**config.mk**
```make
export PLATFORM = sky130hd
export DESIGN_NAME = i2c_bit_level_master_core
export DESIGN_NICKNAME = d
export VERILOG_FILES = /design/src/rtl/i2cm_pkg.sv /design/src/rtl/i2cm_engine.sv /design/src/rtl/i2c_bit_level_master_core.sv
export SDC_FILE = /design/constraint.sdc
export NUM_CORES = 1
export LEC_CHECK = 0
export BUFFER_PORTS_ARGS = -buffer_cell sky130_fd_sc_hd__buf_2
export CORE_ASPECT_RATIO = 0.6
export CORE_MARGIN = 2
export CORE_UTILIZATION = 63
export CTS_BUF_LIST = sky130_fd_sc_hd__clkbuf_8
export DETAILED_ROUTE_END_ITERATION = 10
export PLACE_DENSITY = 0.83
export REMOVE_ABC_BUFFERS = 1
export SYNTH_ARGS = -nofsm -noshare
export SYNTH_HDL_FRONTEND = slang
export SYNTH_SLANG_ARGS = --single-unit
```
**constraint.sdc**
```tcl
create_clock -name i_clk -period 3 [get_ports i_clk]
set_input_delay 0.45 -clock i_clk [delete_from_list [all_inputs] [get_ports i_clk]]
set_output_delay 0.45 -clock i_clk [all_outputs]
set_load 0.02 [all_outputs]
```
**src/rtl/i2cm_pkg.sv**
```systemverilog
`timescale 1ns / 1ps

package i2cm_pkg;

    // Width of the edge delay counter.
    localparam int COUNTER_WIDTH = 16;

    localparam int CFG_W = 16;

    // Largest value the delay counter can hold, kept one bit wider than any legal width.
    localparam logic [32:0] CNT_MAX = (33'd1 << COUNTER_WIDTH) - 33'd1;

    // Configuration register indexes.
    localparam logic REG_HALF_PERIOD = 1'b0;
    localparam logic REG_ACK_TIMEOUT = 1'b1;

    localparam logic [CFG_W-1:0] HALF_PERIOD_RESET = 16'd24;
    localparam logic [CFG_W-1:0] ACK_TIMEOUT_RESET = 16'd1000;

    // Command codes.
    localparam logic [2:0] KIND_NONE    = 3'd0;
    localparam logic [2:0] KIND_START   = 3'd1;
    localparam logic [2:0] KIND_STOP    = 3'd2;
    localparam logic [2:0] KIND_WRITE   = 3'd3;
    localparam logic [2:0] KIND_READ    = 3'd4;
    localparam logic [2:0] KIND_RECOVER = 3'd5;

    // Status codes.
    localparam logic [1:0] STAT_OK          = 2'd0;
    localparam logic [1:0] STAT_ACK_TIMEOUT = 2'd1;
    localparam logic [1:0] STAT_INVALID_ARG = 2'd2;
    localparam logic [1:0] STAT_BUS_STUCK   = 2'd3;

    typedef struct packed {
        logic [2:0] kind;
        logic [7:0] wr_data;
        logic       ack_after_read;
        logic [7:0] pulse_count;
        logic       sda_in;
    } t_item;

    typedef struct packed {
        logic       scl_out;
        logic       sda_out;
        logic       busy_res;
        logic       done_res;
        logic [1:0] status;
        logic [7:0] rd_data;
    } t_result;

endpackage

```
**src/rtl/i2cm_engine.sv**
```systemverilog
`timescale 1ns / 1ps

module i2cm_engine
    import i2cm_pkg::*;
(
    input  logic             i_clk,
    input  logic             i_rst_n,
    input  logic             i_en,
    input  t_item            i_item,
    input  logic [CFG_W-1:0] i_half_period,
    input  logic [CFG_W-1:0] i_ack_timeout,
    output t_result          o_res
);

    localparam logic [4:0] PH_IDLE     = 5'd0;
    localparam logic [4:0] PH_ST_A     = 5'd1;
    localparam logic [4:0] PH_ST_B     = 5'd2;
    localparam logic [4:0] PH_SP_A     = 5'd3;
    localparam logic [4:0] PH_SP_B     = 5'd4;
    localparam logic [4:0] PH_SP_C     = 5'd5;
    localparam logic [4:0] PH_WR_HI    = 5'd6;
    localparam logic [4:0] PH_WR_LO    = 5'd7;
    localparam logic [4:0] PH_AK_FIRST = 5'd8;
    localparam logic [4:0] PH_AK_WAIT  = 5'd9;
    localparam logic [4:0] PH_RD_SAMP  = 5'd10;
    localparam logic [4:0] PH_RD_NEXT  = 5'd11;
    localparam logic [4:0] PH_RK_HI    = 5'd12;
    localparam logic [4:0] PH_RK_LO    = 5'd13;
    localparam logic [4:0] PH_RC_HI    = 5'd14;
    localparam logic [4:0] PH_RC_SAMP  = 5'd15;

    logic [4:0]               r_phase, n_phase;
    logic [3:0]               r_bit_count, n_bit_count;
    logic [7:0]               r_shift, n_shift;
    logic [COUNTER_WIDTH-1:0] r_delay, n_delay;
    logic [15:0]              r_timeout, n_timeout;
    logic [7:0]               r_pulses, n_pulses;
    logic                     r_scl, n_scl;
    logic                     r_sda, n_sda;
    logic                     r_ack_flag, n_ack_flag;
    logic [1:0]               r_status, n_status;
    logic [7:0]               r_rd_latch, n_rd_latch;
    logic                     r_stop_check, n_stop_check;
    logic                     n_done;

    logic [CFG_W-1:0]         w_hp_m1;
    logic [32:0]              w_hp_wide;
    logic [COUNTER_WIDTH-1:0] w_dload;

    // Reload value for the edge delay: half_period minus one, zero treated as one,
    // clipped to what the counter holds.
    always_comb begin
        w_hp_m1   = (i_half_period == '0) ? '0 : i_half_period - 1'b1;
        w_hp_wide = {{(33 - CFG_W){1'b0}}, w_hp_m1};
        if (w_hp_wide > CNT_MAX) begin
            w_dload = CNT_MAX[COUNTER_WIDTH-1:0];
        end else begin
            w_dload = w_hp_wide[COUNTER_WIDTH-1:0];
        end
    end

    always_comb begin
        n_phase      = r_phase;
        n_bit_count  = r_bit_count;
        n_shift      = r_shift;
        n_delay      = r_delay;
        n_timeout    = r_timeout;
        n_pulses     = r_pulses;
        n_scl        = r_scl;
        n_sda        = r_sda;
        n_ack_flag   = r_ack_flag;
        n_status     = r_status;
        n_rd_latch   = r_rd_latch;
        n_stop_check = r_stop_check;
        n_done       = 1'b0;

        if (r_phase == PH_IDLE) begin
            case (i_item.kind)
                KIND_START: begin
                    n_status = STAT_OK;
                    n_sda    = 1'b1;
                    n_scl    = 1'b1;
                    n_phase  = PH_ST_A;
                    n_delay  = w_dload;
                end
                KIND_STOP: begin
                    n_status     = STAT_OK;
                    n_scl        = 1'b0;
                    n_sda        = 1'b0;
                    n_stop_check = 1'b0;
                    n_phase      = PH_SP_A;
                    n_delay      = w_dload;
                end
                KIND_WRITE: begin
                    n_status    = STAT_OK;
                    n_shift     = i_item.wr_data;
                    n_bit_count = 4'd8;
                    n_sda       = i_item.wr_data[7];
                    n_phase     = PH_WR_HI;
                    n_delay     = w_dload;
                end
                KIND_READ: begin
                    n_status    = STAT_OK;
                    n_shift     = '0;
                    n_bit_count = 4'd8;
                    n_ack_flag  = i_item.ack_after_read;
                    n_sda       = 1'b1;
                    n_scl       = 1'b1;
                    n_phase     = PH_RD_SAMP;
                    n_delay     = w_dload;
                end
                KIND_RECOVER: begin
                    if (i_item.pulse_count == '0) begin
                        n_status = STAT_INVALID_ARG;
                        n_done   = 1'b1;
                    end else begin
                        n_status = STAT_OK;
                        n_pulses = i_item.pulse_count;
                        n_sda    = 1'b1;
                        n_scl    = 1'b0;
                        n_phase  = PH_RC_HI;
                        n_delay  = w_dload;
                    end
                end
                default: begin
                end
            endcase
        end else if (r_delay != '0) begin
            n_delay = r_delay - 1'b1;
        end else begin
            case (r_phase)
                PH_ST_A: begin
                    n_sda   = 1'b0;
                    n_phase = PH_ST_B;
                    n_delay = w_dload;
                end
                PH_ST_B: begin
                    n_scl   = 1'b0;
                    n_phase = PH_IDLE;
                    n_done  = 1'b1;
                end
                PH_SP_A: begin
                    n_scl   = 1'b1;
                    n_phase = PH_SP_B;
                    n_delay = w_dload;
                end
                PH_SP_B: begin
                    n_sda   = 1'b1;
                    n_phase = PH_SP_C;
                    n_delay = w_dload;
                end
                PH_SP_C: begin
                    if (r_stop_check) begin
                        n_status = i_item.sda_in ? STAT_OK : STAT_BUS_STUCK;
                    end
                    n_phase = PH_IDLE;
                    n_done  = 1'b1;
                end
                PH_WR_HI: begin
                    n_scl   = 1'b1;
                    n_phase = PH_WR_LO;
                    n_delay = w_dload;
                end
                PH_WR_LO: begin
                    n_scl       = 1'b0;
                    n_bit_count = r_bit_count - 1'b1;
                    n_delay     = w_dload;
                    if (n_bit_count != '0) begin
                        n_shift = {r_shift[6:0], 1'b0};
                        n_sda   = r_shift[6];
                        n_phase = PH_WR_HI;
                    end else begin
                        n_sda   = 1'b1;
                        n_phase = PH_AK_FIRST;
                    end
                end
                PH_AK_FIRST: begin
                    if (!i_item.sda_in) begin
                        n_scl   = 1'b0;
                        n_phase = PH_IDLE;
                        n_done  = 1'b1;
                    end else begin
                        n_scl     = 1'b1;
                        n_timeout = i_ack_timeout;
                        n_phase   = PH_AK_WAIT;
                        n_delay   = w_dload;
                    end
                end
                PH_AK_WAIT: begin
                    if (r_timeout == '0) begin
                        n_status     = STAT_ACK_TIMEOUT;
                        n_scl        = 1'b0;
                        n_sda        = 1'b0;
                        n_stop_check = 1'b0;
                        n_phase      = PH_SP_A;
                        n_delay      = w_dload;
                    end else begin
                        n_timeout = r_timeout - 1'b1;
                        if (!i_item.sda_in) begin
                            n_scl   = 1'b0;
                            n_phase = PH_IDLE;
                            n_done  = 1'b1;
                        end else begin
                            n_phase = PH_AK_WAIT;
                            n_delay = w_dload;
                        end
                    end
                end
                PH_RD_SAMP: begin
                    n_shift     = {r_shift[6:0], i_item.sda_in};
                    n_scl       = 1'b0;
                    n_bit_count = r_bit_count - 1'b1;
                    n_phase     = PH_RD_NEXT;
                    n_delay     = w_dload;
                end
                PH_RD_NEXT: begin
                    n_delay = w_dload;
                    if (r_bit_count != '0) begin
                        n_scl   = 1'b1;
                        n_phase = PH_RD_SAMP;
                    end else begin
                        n_sda   = ~r_ack_flag;
                        n_phase = PH_RK_HI;
                    end
                end
                PH_RK_HI: begin
                    n_scl   = 1'b1;
                    n_phase = PH_RK_LO;
                    n_delay = w_dload;
                end
                PH_RK_LO: begin
                    n_scl      = 1'b0;
                    n_sda      = 1'b1;
                    n_rd_latch = r_shift;
                    n_phase    = PH_IDLE;
                    n_done     = 1'b1;
                end
                PH_RC_HI: begin
                    n_scl   = 1'b1;
                    n_phase = PH_RC_SAMP;
                    n_delay = w_dload;
                end
                PH_RC_SAMP: begin
                    n_pulses = r_pulses - 1'b1;
                    n_delay  = w_dload;
                    if (i_item.sda_in) begin
                        // Bus freed: stop without a final check.
                        n_pulses     = r_pulses;
                        n_scl        = 1'b0;
                        n_sda        = 1'b0;
                        n_stop_check = 1'b0;
                        n_phase      = PH_SP_A;
                    end else if (n_pulses != '0) begin
                        n_scl   = 1'b0;
                        n_phase = PH_RC_HI;
                    end else begin
                        n_scl        = 1'b0;
                        n_sda        = 1'b0;
                        n_stop_check = 1'b1;
                        n_phase      = PH_SP_A;
                    end
                end
                default: begin
                    n_phase = PH_IDLE;
                end
            endcase
        end
    end

    always_ff @(posedge i_clk) begin
        if (!i_rst_n) begin
            r_phase      <= PH_IDLE;
            r_bit_count  <= '0;
            r_shift      <= '0;
            r_delay      <= '0;
            r_timeout    <= '0;
            r_pulses     <= '0;
            r_scl        <= 1'b1;
            r_sda        <= 1'b1;
            r_ack_flag   <= 1'b0;
            r_status     <= STAT_OK;
            r_rd_latch   <= '0;
            r_stop_check <= 1'b0;
        end else if (i_en) begin
            r_phase      <= n_phase;
            r_bit_count  <= n_bit_count;
            r_shift      <= n_shift;
            r_delay      <= n_delay;
            r_timeout    <= n_timeout;
            r_pulses     <= n_pulses;
            r_scl        <= n_scl;
            r_sda        <= n_sda;
            r_ack_flag   <= n_ack_flag;
            r_status     <= n_status;
            r_rd_latch   <= n_rd_latch;
            r_stop_check <= n_stop_check;
        end
    end

    always_comb begin
        o_res.scl_out  = n_scl;
        o_res.sda_out  = n_sda;
        o_res.busy_res = (n_phase != PH_IDLE);
        o_res.done_res = n_done;
        o_res.status   = n_status;
        o_res.rd_data  = n_rd_latch;
    end

endmodule

```
**src/rtl/i2c_bit_level_master_core.sv**
```systemverilog
`timescale 1ns / 1ps

// Bit-level I2C master. Each input beat is one tick of the bus timing: it carries the
// sampled SDA level and, when the master is idle, an optional command (start, stop,
// write byte, read byte, bus recovery). Each input beat yields exactly one result beat
// with the SCL and SDA drives after that tick, busy, a done pulse, the status of the
// last command and the last byte read. Commands given while busy are ignored. The
// block takes one beat per clock cycle while the output is not stalled; a beat passes
// an input register, the state update logic and an output register, which holds its
// result until it is taken. The rate is set by the bus state machine, which updates
// once per beat. half_period and ack_timeout are written through the configuration
// port; the user must write them only while the master is idle and no beats are in
// flight, as the block itself does not enforce this.

module i2c_bit_level_master_core
    import i2cm_pkg::*;
(
    input  logic             i_clk,
    input  logic             i_rst_n,

    input  logic             i_cfg_we,
    input  logic             i_cfg_index,
    input  logic [CFG_W-1:0] i_cfg_data,

    input  logic             i_in_valid,
    output logic             o_in_stall,
    input  logic [2:0]       i_kind,
    input  logic [7:0]       i_wr_data,
    input  logic             i_ack_after_read,
    input  logic [7:0]       i_pulse_count,
    input  logic             i_sda_in,

    output logic             o_out_valid,
    input  logic             i_out_stall,
    output logic             o_scl_out,
    output logic             o_sda_out,
    output logic             o_busy_res,
    output logic             o_done_res,
    output logic [1:0]       o_status,
    output logic [7:0]       o_rd_data
);

    logic [CFG_W-1:0] r_half_period;
    logic [CFG_W-1:0] r_ack_timeout;

    logic    r_in_valid;
    t_item   r_in;
    logic    r_out_valid;
    t_result r_out;
    t_result w_res;

    logic w_in_take;
    logic w_advance;
    logic w_out_take;

    // The engine steps on the held beat whenever the output register is free or
    // its beat leaves in this cycle.
    assign w_advance  = r_in_valid && (!r_out_valid || !i_out_stall);
    assign w_out_take = r_out_valid && !i_out_stall;
    assign o_in_stall = r_in_valid && !w_advance;
    assign w_in_take  = i_in_valid && !o_in_stall;

    always_ff @(posedge i_clk) begin
        if (!i_rst_n) begin
            r_half_period <= HALF_PERIOD_RESET;
            r_ack_timeout <= ACK_TIMEOUT_RESET;
        end else if (i_cfg_we) begin
            case (i_cfg_index)
                REG_HALF_PERIOD: r_half_period <= i_cfg_data;
                REG_ACK_TIMEOUT: r_ack_timeout <= i_cfg_data;
                default: begin
                end
            endcase
        end
    end

    // Input register.
    always_ff @(posedge i_clk) begin
        if (!i_rst_n) begin
            r_in_valid <= 1'b0;
        end else if (w_in_take) begin
            r_in_valid <= 1'b1;
        end else if (w_advance) begin
            r_in_valid <= 1'b0;
        end
    end

    always_ff @(posedge i_clk) begin
        if (w_in_take) begin
            r_in.kind           <= i_kind;
            r_in.wr_data        <= i_wr_data;
            r_in.ack_after_read <= i_ack_after_read;
            r_in.pulse_count    <= i_pulse_count;
            r_in.sda_in         <= i_sda_in;
        end
    end

    i2cm_engine u_engine (
        .i_clk         (i_clk),
        .i_rst_n       (i_rst_n),
        .i_en          (w_advance),
        .i_item        (r_in),
        .i_half_period (r_half_period),
        .i_ack_timeout (r_ack_timeout),
        .o_res         (w_res)
    );

    // Output register.
    always_ff @(posedge i_clk) begin
        if (!i_rst_n) begin
            r_out_valid <= 1'b0;
        end else if (w_advance) begin
            r_out_valid <= 1'b1;
        end else if (w_out_take) begin
            r_out_valid <= 1'b0;
        end
    end

    always_ff @(posedge i_clk) begin
        if (w_advance) begin
            r_out <= w_res;
        end
    end

    assign o_out_valid = r_out_valid;
    assign o_scl_out   = r_out.scl_out;
    assign o_sda_out   = r_out.sda_out;
    assign o_busy_res  = r_out.busy_res;
    assign o_done_res  = r_out.done_res;
    assign o_status    = r_out.status;
    assign o_rd_data   = r_out.rd_data;

endmodule

```
; After elaboration in Yosys (flattened, before gate mapping)
; Cells that the tools add are included.
[classes]
n_addsub = 5
mul = 0
div = 0
n_lt_le_gt_ge = 0
n_eq_ne = 34
n_shift = 0
muxes = 85
n_bitwise = 4
n_reduce_logical = 44
[ops]
columns = op, n
row1 = 2-to-1 mux 16 bit, 8
row2 = 2-to-1 mux 8 bit, 12
row3 = case mux 16 bit (2 select lines), 2
row4 = case mux 5 bit (12 select lines), 1
row5 = case mux 16 bit (3 select lines), 1
row6 = "subtractor 16 x 1 -> 16 bit, second input constant", 3
row7 = "== test 5 x 4 -> 1 bit, second input constant", 8
row8 = zero test 16 bit, 2
row9 = 2-to-1 mux 4 bit, 8
row10 = case mux 8 bit (2 select lines), 2
row11 = 2-to-1 mux 1 bit, 31
row12 = case mux 5 bit (5 select lines), 1
row13 = "== test 5 x 3 -> 1 bit, second input constant", 4
row14 = 2-to-1 mux 5 bit, 4
row15 = AND reduction 6 bit, 3
row16 = nonzero test 16 bit, 1
row17 = 2-to-1 mux 2 bit, 6
row18 = "!= test 2 bit, second input constant", 6
row19 = "== test 5 x 2 -> 1 bit, second input constant", 2
row20 = nonzero test 2 bit, 5
row21 = nonzero test 5 bit, 2
row22 = OR reduction 10 bit, 1
row23 = "!= test 3 bit, second input constant", 3
row24 = zero test 8 bit, 1
row25 = other kinds (32), 55
[word_totals]
register_bits = 140
latch_bits = 0
mem_bits_rw = 0
mem_bits_ro = 0
in_bits = 43
out_inout_bits = 16
wordCells = 199
n_memories = 0

; Depth between registers and ports, before layout
[logic_depth]
depth_word = 8
ltp_mapped = 11

; Cells and area by module
; Synthesis repeated with hierarchy kept, for this count alone.
[unflattened]
hier_cells = 938
area_unflattened_um2 = 7918.8
[by_module_without_submodules]
columns = module, instances, cells_per_inst, area_per_inst_um2, seq_area_each_um2
row1 = i2cm_engine, 1, 762, 5482.8, 1421.4
row2 = i2c_bit_level_master_core, 1, 176, 2436.1, 1731.7

; Worst setup path after synthesis
; Ideal clock, no wire load.
[synth_path]
path_type = register to register
from = register u_engine.r_delay[0]
to = register r_out, in the netlist o_rd_data[0] (data pin)
setup_ps = 260
t_arrival_ps = 2121
required_time_ps = 2740
setup_slack_ps = 619
path_stages_with_launch = 8
n_path_buf = 1
period_less_slack_ps = 2381
path_cell_list = dfxtp_1 -> inv_1 -> ha_1 -> nor3b_2 -> nand4_2 -> nor3_2 -> buf_2 -> mux2_2
[synth_between]
elab_chain_len = 3
[synth_lines]
columns = element, line
row1 = from (decl), i2cm_engine.sv:35  ; logic [COUNTER_WIDTH-1:0] r_delay, n_delay;
row2 = from (signal assigned), i2cm_engine.sv:288  ; r_delay <= n_delay;
row3 = nonzero test 16 bit, i2cm_engine.sv:128  ; end else if (r_delay != '0) begin
row4 = 2-to-1 mux 8 bit, i2cm_engine.sv:128
row5 = 2-to-1 mux 8 bit, i2cm_engine.sv:77  ; if (r_phase == PH_IDLE) begin
row6 = named net u_engine.n_rd_latch[0], i2cm_engine.sv:42  ; logic [7:0] r_rd_latch, n_rd_latch;
row7 = to (signal assigned), i2c_bit_level_master_core.sv:121  ; r_out <= w_res;
row8 = to (decl), i2c_bit_level_master_core.sv:49  ; t_result r_out;
; The timed path passes the listed nets, and every way through them passes these cells.
; A chain may end at the register's enable or synchronous reset.

==> summary.md <==
| Metric | Value |
|---|---|
| Post-synthesis async set-or-reset flop share | `0` |
| Share of the clock period used by the worst path after layout | `0.951` |
| P per Cell Area | `539 nW/µm²` |
| Wire per inst | `19.2 µm` |
| Vias per cell | `6.62` |
| Initial antenna violation count | `0` |
| Worst R2R End | `o_busy_res` |
| Synthesized area | `7940 µm²` |
| Sequential area share after synthesis | `0.397` |
| Grt ovf | `0` |
| Clk buf depth | `2` |
| Critical path arrival | `3.04 ns` |
| Final Non-Filler Cells | `1204` |
| R2R cell count | `8` |
| Max Slew Vio Count | `0` |
| Share of the synthesized area in the top cell type | `0.265` |
| Register area | `3150 µm²` |
| Req. time, crit path | `3.19 ns` |
| Clock Sinks | `140` |
| Row count | `31` |
| Largest net degree at the start of global routing | `50` |
| Crit path max fanout | `6` |
| Area occupied by multi-input gates | `4420 µm²` |
| CTS resizes | `0` |
| Max Cap Violations | `0` |
| Setup TNS | `0 ns` |
| Vias | `7971` |
| Post-DP Area | `8470 µm²` |
| Synth area leaders | `dfxtp_1 26%, edfxtp_1 13%, nand2_1 7.3%` |
| DRT Wirelength | `23100 µm` |
| Worst VDD drop | `0.328 mV` |
| Final Skew | `0.0189 ns` |
| N_diodes | `0` |
| Detailed router's first-iteration violation count | `1026` |
| Fin. Hold Viols | `0` |
| Total track usage | `0.344` |
| Max Clock Freq | `351 MHz` |
| Placeable Area | `12200 µm²` |
| Share of cells above drive strength 1 | `0.178` |
| Yosys warning total | `0` |
| Chip height | `90.9 µm` |
| #FFs+latches synth | `140` |
| CP Capture Type | `flop` |
| Number of flops mapped to enable cells by yosys | `35` |
| Outcome | `finished clean` |
| Hold_buf cts | `0` |
| Vias in the first global route | `7066` |
| Yosys top cell by area | `dfxtp_1` |
| Die Wd | `149 µm` |
| Drc violations | `0` |
| Worst slew margin | `0.323` |
| CTS tree | `done` |
| Leakage power | `3.28 nW` |
| Post-Layout Inst Area | `8860 µm²` |
| Final setup fails | `0` |
| Initial core utilization | `0.652` |
| Hold Crit Depth | `1` |
| Hold_sp | `i_wr_data[2]` |
| Pre-CTS setup slack | `0.238 ns` |
| I/O Pins | `59` |
| Pre-antenna DRT Iters | `6` |
| Gate Count Post-Synth | `974` |
| Dpl cells | `1172` |
| Fillers | `967` |
| DIE AREA | `13500 µm²` |
| Worst Max-Slew Pin Slew | `1.01 ns` |
| Final ANT Viol Nets | `0` |
| Worst Setup Slack, final | `0.148 ns` |
| Avg Cell Area, Syn | `8.15 µm²` |
| Setup slack, reg-to-reg | `0.15 ns` |
| Clock slew at reported path FFs | `0.09 ns` |
| HP Class | `input pin to flop` |
| Total CTS buffers | `17` |
| Unrepaired setup endpoints after global routing | `no` |
| Prevailing post-synth register cell | `dfxtp_1` |
| Port bufs | `58` |
| Area Growth Syn to Fin | `11.7%` |
| Worst R2R Start | `u_engine.r_delay[0]` |
| Synth cell types | `90` |
| Global-route wire length before repair | `36900 µm` |
| Minimum clock period | `2.85 ns` |
| Layout Nets | `1077` |
| Hold EP | `r_in[12]` |
| # Post-CTS Setup Buffers | `0` |
| # H-tree levels | `4` |
| Critical Path Start Type | `flop` |
| Later-pin clock latency in the skew report | `0.47 ns` |
| DPL Wire Length | `16100 µm` |
| CTS root buf | `clkbuf_8` |
| Crit Path Class | `flop to flop` |
| Routability cong. | `1.04` |
==> Yosys cell counts, types with 5 or more instances <==
cell and number:
mux2_2 13, nand4_1 10, nand3_1 41, o31ai_1 15, ha_1 8, buf_2 14, a31oi_1 14, clkbuf_1 44
nor2_1 70, nand2_1 155, dfxtp_1 105, o211ai_1 14, and2_1 6, and3_1 8, a211oi_1 13, o22ai_1 6
nor2b_1 8, o21ai_1 11, nor3b_1 6, a221oi_1 5, a211o_1 6, edfxtp_1 35, or3_1 8, nor3_2 6
a311oi_1 8, inv_1 20, nor4_1 13, or4_4 5, o21ai_0 52, xor2_1 5, a21oi_1 98, nand2b_1 7
nor3_1 34, or4_1 6
==> how the worst max path moves through the flow <==
stage	startpoint	to	depth (start not counted)
2_1_floorplan	u_engine.r_phase[0]	u_engine.r_delay[7]	6
3_3_place_gp	u_engine.r_delay[0]	o_busy_res	8
3_5_place_dp	u_engine.r_pulses[0]	o_busy_res	8
4_1_cts	u_engine.r_pulses[0]	o_busy_res	8
5_1_grt	u_engine.r_pulses[1]	o_busy_res	8
6_report	u_engine.r_delay[0]	o_busy_res	8
==> cell families (layout without fill, tap and decap cells) <==
| group | Yosys count | in the layout | synth area share |
|---|---|---|---|
| flip-flops | 140 | 140 | 0.397 |
| buffers and inverters | 88 | 153 | 0.0471 |
| AND/OR/NAND/NOR | 412 | 412 | 0.262 |
| AO/OA/AOI/OAI | 301 | 301 | 0.248 |
| adder cells (fa/ha/maj) | 8 | 8 | 0.0126 |
| multiplexers | 16 | 16 | 0.0224 |
| XOR/XNOR | 9 | 9 | 0.00993 |
==> layer usage <==
metal  global-route usage  vias to the layer above  wire, µm  part of all wire
met3                0.139                       52      3410              0.15
met1                0.526                     3665     10300              0.44
met5                    0                        -         0                 0
met2                0.449                      541      9180              0.40
met4               0.0690                        0       274             0.012
li1                     -                     3713         -                 -
==> worst max-delay path, stage by stage (launching register included) <==
cell	delay (ns)
dfxtp_1	0.34
inv_1	0.13
ha_1	0.27
nor3b_2	0.33
nand3_1	0.28
or3_1	0.51
a32oi_1	0.27
nor4b_2	0.31
nand3_1	0.14
==> stage by stage <==
step,hold WS [ns],util,power (mW)
2_1_floorplan,0.429,-,2.83
3_3_place_gp,0.439,0.695,3.21
3_5_place_dp,0.444,0.695,3.23
4_1_cts,0.133,0.727,4.72
5_1_grt,0.126,0.728,4.97
6_report,0.143,0.728,4.78
==> cells in the final DEF (no fill, tap or decap), drive strengths merged, types with 5 or more instances in the layout <==
cell type and count:
xor2 5, nor3 41, nor3b 8, or3 9
o21ai 65, a311oi 8, clkbuf 17, mux2 14
and3 8, a211o 7, a21oi 98, a221oi 5
nor4 16, nor2 70, nand3 42, and2 6
inv 29, a211oi 15, edfxtp 35, nand4 11
o22ai 6, or4 11, buf 100, nand2b 7
ha 8, a31oi 14, o211ai 14, nand2 155
o31ai 15, dfxtp 105, nor2b 9
==> power breakdown <==
part / internal (mW) / total, mW / switching (mW)
clock: 0.681 / 1.52 / 0.842
combinational: 0.404 / 1.14 / 0.734
sequential: 2.02 / 2.12 / 0.0959
total: 3.11 / 4.78 / 1.67
==> state kept, by name (all words and copies together), names as in the netlist, 4 cells and up <==
signal	count
u_engine.r_phase	5
u_engine.r_pulses	8
r_ack_timeout	16
u_engine.r_delay	16
u_engine.r_rd_latch	8
o_rd_data	8
r_half_period	16
u_engine.r_timeout	16
u_engine.r_shift	8
u_engine.r_bit_count	4
r_in	21
==> cell type report <==
| class | count | area share |
|---|---|---|
| multi-input cells | 746 | 0.499 |
| flip-flops and latches | 140 | 0.356 |
| repair buffers | 100 | 0.0698 |
| clock buffers | 17 | 0.0264 |
| well taps | 165 | 0.0233 |
| clock inverters | 15 | 0.0167 |
| inverters | 21 | 0.00890 |
Note: power is estimated with default switching activity, not from simulation.
